## src/hdl/sewm_pkg.sv

```systemverilog
// types, constants and codes shared by the sensor edge waiter matcher
`default_nettype none
package sewm_pkg;

  localparam int SENSORS      = 80;
  localparam int WAITERS      = 128;
  localparam int REPORT_BYTES = 10;
  localparam int MASK_BITS    = 80;
  localparam int ID_W         = 7;
  localparam int SNS_W        = 7;
  localparam int IDX_W        = $clog2(WAITERS);
  localparam int CNT_W        = $clog2(WAITERS + 1);
  localparam int GRP          = 8;
  localparam int NGROUPS      = (WAITERS + GRP - 1) / GRP;

  localparam logic [1:0] FUNC_REPORT   = 2'd0;
  localparam logic [1:0] FUNC_REGISTER = 2'd1;
  localparam logic [1:0] FUNC_REMOVE   = 2'd2;

  localparam logic KIND_ACK   = 1'b0;
  localparam logic KIND_EVENT = 1'b1;

  typedef struct packed {
    logic [1:0]  func;
    logic [3:0]  byte_index;
    logic [7:0]  sensor_byte;
    logic [6:0]  waiter_id;
    logic [31:0] mask_word0;
    logic [31:0] mask_word1;
    logic [31:0] mask_word2;
  } in_item_t;

  typedef struct packed {
    logic       kind;
    logic [6:0] sensor_number;
    logic       woken_valid;
    logic [6:0] woken_waiter;
    logic       last;
  } out_item_t;

  // mask bit s is sensor s
  typedef struct packed {
    logic                 valid;
    logic [ID_W-1:0]      id;
    logic [0:MASK_BITS-1] mask;
  } cell_data_t;

  typedef struct packed {
    logic shift;
    logic load;
  } cell_ctl_t;

  typedef struct packed {
    logic             by_id;
    logic [ID_W-1:0]  key;
    logic [SNS_W-1:0] sensor;
  } search_t;

endpackage
`default_nettype wire

```

## src/hdl/sewm_cell.sv

```systemverilog
// one waiter slot of the insertion-ordered chain
`default_nettype none
module sewm_cell (
  input  wire                   clk,
  input  wire                   rst_n,
  input  sewm_pkg::cell_ctl_t   ctl,
  input  sewm_pkg::cell_data_t  nbr,
  input  sewm_pkg::cell_data_t  load_d,
  input  sewm_pkg::search_t     srch,
  output sewm_pkg::cell_data_t  cur,
  output logic                  hit
);
  import sewm_pkg::*;

  logic                 valid_r;
  logic [ID_W-1:0]      id_r;
  logic [0:MASK_BITS-1] mask_r;

  always_ff @(posedge clk) begin
    if (!rst_n) begin
      valid_r <= 1'b0;
    end else if (ctl.shift) begin
      valid_r <= nbr.valid;
    end else if (ctl.load) begin
      valid_r <= 1'b1;
    end
  end

  always_ff @(posedge clk) begin
    if (ctl.shift) begin
      id_r   <= nbr.id;
      mask_r <= nbr.mask;
    end else if (ctl.load) begin
      id_r   <= load_d.id;
      mask_r <= load_d.mask;
    end
  end

  assign cur = '{valid: valid_r, id: id_r, mask: mask_r};

  always_comb begin
    if (srch.by_id) begin
      hit = valid_r && (id_r == srch.key);
    end else begin
      hit = valid_r && (32'(srch.sensor) < MASK_BITS) && mask_r[srch.sensor];
    end
  end

endmodule
`default_nettype wire

```

## config.mk

```make
export PLATFORM = sky130hd
export DESIGN_NAME = sewm_cell
export DESIGN_NICKNAME = d
export VERILOG_FILES = /design/src/hdl/sewm_pkg.sv /design/src/hdl/sewm_cell.sv
export SDC_FILE = /design/constraint.sdc
export NUM_CORES = 1
export LEC_CHECK = 0
export ABC_AREA = 1
export BUFFER_PORTS_ARGS = -buffer_cell sky130_fd_sc_hd__buf_4
export CAP_MARGIN = 20
export CORE_AREA = 2 2 109 111
export CTS_BUF_LIST = sky130_fd_sc_hd__clkbuf_8
export DETAILED_ROUTE_END_ITERATION = 12
export DIE_AREA = 0 0 111 113
export PLACE_DENSITY = 0.83
export SLEW_MARGIN = 10
export SYNTH_ARGS = -nofsm -noshare
export SYNTH_HDL_FRONTEND = slang
export SYNTH_SLANG_ARGS = --single-unit
```

## constraint.sdc

```tcl
create_clock -name clk -period 2.7 [get_ports clk]
set_input_delay 0.135 -clock clk [delete_from_list [all_inputs] [get_ports clk]]
set_output_delay 0.135 -clock clk [all_outputs]
set_load 0.005 [all_outputs]
```

# --- After elaboration in Yosys (flattened, before gate mapping) ---
# Cells that the tools add are included.
totals:
  regBits: 88
  in_bits: 195
  output_inout_bits: 89
  word_cells: 21
classes:
  order_cmp: 2
  eq_ne: 1
  muxes: 10
  n_bitwise: 1
  reduce_logical: 4
ops:
  columns: ["cell", "n"]
  rows:
  - ["2-to-1 mux 80 bit", 2]
  - ["2-to-1 mux 7 bit", 2]
  - [">= comparator 8 bit, second input constant", 1]
  - ["NOT 7 -> 8 bit", 1]
  - ["binary-select mux 1 bit (select 7 bit)", 1]
  - ["== test 7 bit", 1]
  - ["less-than comparator 7 bit, second input constant", 1]
  - ["2-to-1 mux 1 bit", 5]
  - ["logical AND 1 bit", 3]
  - ["nonzero test 2 bit", 1]

# --- Longest topological paths before layout ---
depth:
  ltp_word: 6
  ltp_mapped: 17
  ltp_nobuf: 15

# --- Least setup slack after synthesis ---
# No wires, ideal clock.
synth_path:
  path_kind: "in2reg"
  start: "input port ctl[1] in the netlist's numbering"
  end: "register valid_r"
  setup_time_ns: 0.063
  t_arrival_ns: 1.876
  required_ns: 2.637
  slack_ns: 0.760
  stages: 3
  n_path_buf: 1
  path_cell_list: "clkbuf_1 > or2_2 > o221a_2"
synth_via:
  elab_chain_len: 1
  word_cells_on_any_way: 2
  cone_classes: "mux (1); reduce/logical (1)"
synth_rtl:
  columns: ["element", "line", "source"]
  rows:
  - ["from (decl)", "sewm_cell.sv:6", "input sewm_pkg::cell_ctl_t ctl,"]
  - ["2-to-1 mux 1 bit or nonzero test 2 bit (tied branches)", null, null]
  - ["to (signal assigned)", "sewm_cell.sv:23", "valid_r <= nbr.valid;"]
  - ["to (decl)", "sewm_cell.sv:15", "logic valid_r;"]
# Several ways; a longest one is shown, not always the timed one.
# A chain may end at the register's enable or synchronous reset.

# --- Worst setup path in the final report ---
layout_path:
  start: "register id_r[1]"
  end: "output port hit"
layout_via:
  elab_chain_len: 3
layout_rtl:
  columns: ["element", "line", "source"]
  rows:
  - ["from (decl)", "sewm_cell.sv:16", "logic [ID_W-1:0] id_r;"]
  - ["from (signal assigned)", "sewm_cell.sv:31", "id_r <= nbr.id;"]
  - ["from (signal assigned)", "sewm_cell.sv:34", "id_r <= load_d.id;"]
  - ["== test 7 bit", "sewm_cell.sv:43", "hit = valid_r && (id_r == srch.key);"]
  - ["logical AND 1 bit", "sewm_cell.sv:43", null]
  - ["2-to-1 mux 1 bit", "sewm_cell.sv:42", "if (srch.by_id) begin"]
  - ["to (decl)", "sewm_cell.sv:11", "output logic hit"]
# Every way passes these cells.

==> out/results.ini <==
[final_layout]
nFillCells = 957
seq_area_mm2 = 0.00263
multiInputGateArea_mm2 = 0.00183
antenna_cells = 0
fin_cells = 1012
final_common_cell = nand2_1
fin_nets = 1059
drive_gt1_frac = 0.354
final_cell_mix = nand2_1 (358), buf_4 (286), edfxtp_1 (87), nand3_1 (53), inv_1 (28)
syn_to_final_growth_pct = 49.9

[die]
fp.dieH_um = 113
rows = 39
start_util = 0.422
core_area_mm2 = 0.0113
io_pins = 284
die_x_um = 111
dieArea_mm2 = 0.0125

[drt]
drt_iter0_drc = 264
ant_nets = 0
dr.pass1.iters = 4
avgViaCountPerCell = 4.78
drc = 0
post_drt_wl_per_cell_um = 14.7
wl_um = 14900
vias = 4834

[synth]
synth-compound-area-share = 0.0181
postSynthCellCount = 599
synth.net_count = 794
ys_warn_count = 0
synth-simple-area-share = 0.356
muxShareOfSynthArea = 0
syn-cell-area_mm2 = 0.00476
ys_seq_elements = 88
synth_fa_ha_area_frac = 0
syn_avg_cell_area_um2 = 7.94
synthXorXnorAreaFrac = 0.00920
synth_top_family_by_area = simple AND/OR/NAND/NOR gates
ys_seq_area_frac = 0.553
ys_types = 24

[setup_path]
critPathKind = reg -> out
startpoint_type = flop
rr_worst_depth = 1
path_delay_family = simple AND/OR/NAND/NOR gates
cp-end-kind = output port
critical_path_required_ns = 2.57
slowest_stage = nor4_1
worstReg2RegStart = valid_r$_SDFFE_PN0P_
crit_chain = xor2_1 > or3b_2 > nor4_1 > nand3_1 > nand2_1 > buf_4
path_buf_inv = 1
critPathMaxFanout = 2
timing.rr.end = valid_r$_SDFFE_PN0P_
cp.arrival_ns = 2.18
critPathMaxStageDelay_ns = 0.47
r2r_slack_ns = 2.00

[global_route]
grt.overflow.total = 0
grt_pass1_wl_um = 23500
grt_pass1_vias = 4790
track_usage = 0.241
antenna_found_initial = 0
grt_start_max_net_pins = 89

[clocking]
cts-root-buf = clkbuf_8
cts_buffers = 9
cts_tree = yes
cts.path.max_buffers = 2
htree_levels = 3
clk_pin_slew_worst_paths_ns = 0.09
clkLatencyLatePin_ns = 0.36
cts_sinks = 88

[min_path]
hp-start = load_d[85]
worstHoldPathType = in -> reg
worstHoldPathCells = 3
whs_endpoint = id_r[5]$_DFFE_PP_

[place]
place_congestion = 0.774
portBuffers = 282
dp_hpwl_um = 11300
dpl.cell_count = 995

[sta]
slew_headroom = 0.535
finalSetupViolCount = 0
tns_ns = 0
tightest_slew_ns = 0.697
min_period_ns = 2.32
slew_violations = 0
min_period_over_period = 0.859
skew_ns = 0
finalHoldViolCount = 0
whs_ns = 0.0207
rsz0062_at_grt = false
fmax_mhz = 431

[flow_run]
max_cap_viol_count = 0

[power_and_ir_drop]
total_power_w = 0.00352
p_per_area_mw_per_mm2 = 493
p_leak_nw = 3.74
ir_drop_mv = 0.396

[run_status]
status = finished, final reports clean

## worst max-delay path by stage
stage,startpoint,to,cells past startpoint
CTS,id_r[1]$_DFFE_PP_,hit,6
detailed placement,srch[1],hit,14
finish,id_r[1]$_DFFE_PP_,hit,6
global route,id_r[1]$_DFFE_PP_,hit,6
floorplan,ctl[1],valid_r$_SDFFE_PN0P_,3
global placement,srch[1],hit,15
## cell type report
cell class | instances | area share
multi-input cells | 447 | 0.256
clock buffers | 10 | 0.0193
repair buffers | 288 | 0.305
clock inverters | 6 | 0.00859
flip-flops and latches | 88 | 0.369
inverters | 30 | 0.0165
well taps | 143 | 0.0251
## sequential cells by signal (all words and copies together), names as in the netlist
name     cells
mask_r      80
id_r         7
valid_r      1
## tightest hold or removal path, cell delays in order
cell	delay [ns]
buf_4	0.07
nand2_1	0.04
nand2_1	0.04
## power breakdown
part           switching, W  total [W]  internal (W)
Sequential        0.0000860    0.00177       0.00168
Clock              0.000464   0.000913      0.000450
Combinational      0.000376   0.000839      0.000463
## metrics by stage
step | worst slack, ns | util | cell area [um2]
after detailed placement | 0.696 | 0.614 | 6920
after CTS | 0.297 | 0.633 | 7130
final | 0.382 | 0.633 | 7130
after global routing | 0.207 | 0.633 | 7130
after floorplan | 0.760 | - | 4760
after global placement | 0.728 | 0.614 | 6920
## routing by layer
metal	wire length, um	global-route usage	up-vias
met2	7590	0.437	221
met4	476	0.0983	0
met1	5640	0.268	2138
met3	1170	0.0659	36
li1	-	-	2439
met5	0	0	-
## cells in the mapped netlist
cell      instances  area share
or3b_2            1      0.0018
buf_2             5      0.0053
nor4_1            1      0.0013
buf_4             5      0.0079
buf_1             3      0.0024
xor2_1            3      0.0055
nor3b_1           1      0.0016
o221ai_1          4      0.0074
xnor2_1           2      0.0037
inv_6             1      0.0018
buf_6             4      0.0095
nor2_1           12      0.0095
nand3_1          53       0.056
o221a_2           1      0.0024
edfxtp_1         87        0.55
or2_2             2      0.0026
clkinv_1          1     0.00079
clkbuf_1         17       0.013
o21ai_0           8      0.0084
nand2_1         358        0.28
dfxtp_1           1      0.0042
nand4_1           1      0.0013
inv_2             1     0.00079
inv_1            27       0.021
## kinds of logic (layout without fill, tap and decap cells)
family / after synthesis / count (layout)
flops: 88 / 88
buf+inv: 64 / 334
compound gates: 13 / 13
xor+xnor: 5 / 5
simple gates: 429 / 429
## timing repair
item | in CTS | in global routing
resized for setup | 0 | 0
endpoints found under the hold margin | 1 | 0
buffers inserted | 0 | 0
hold buffers | 1 | 0
Note: power is estimated with default switching activity, not from simulation.
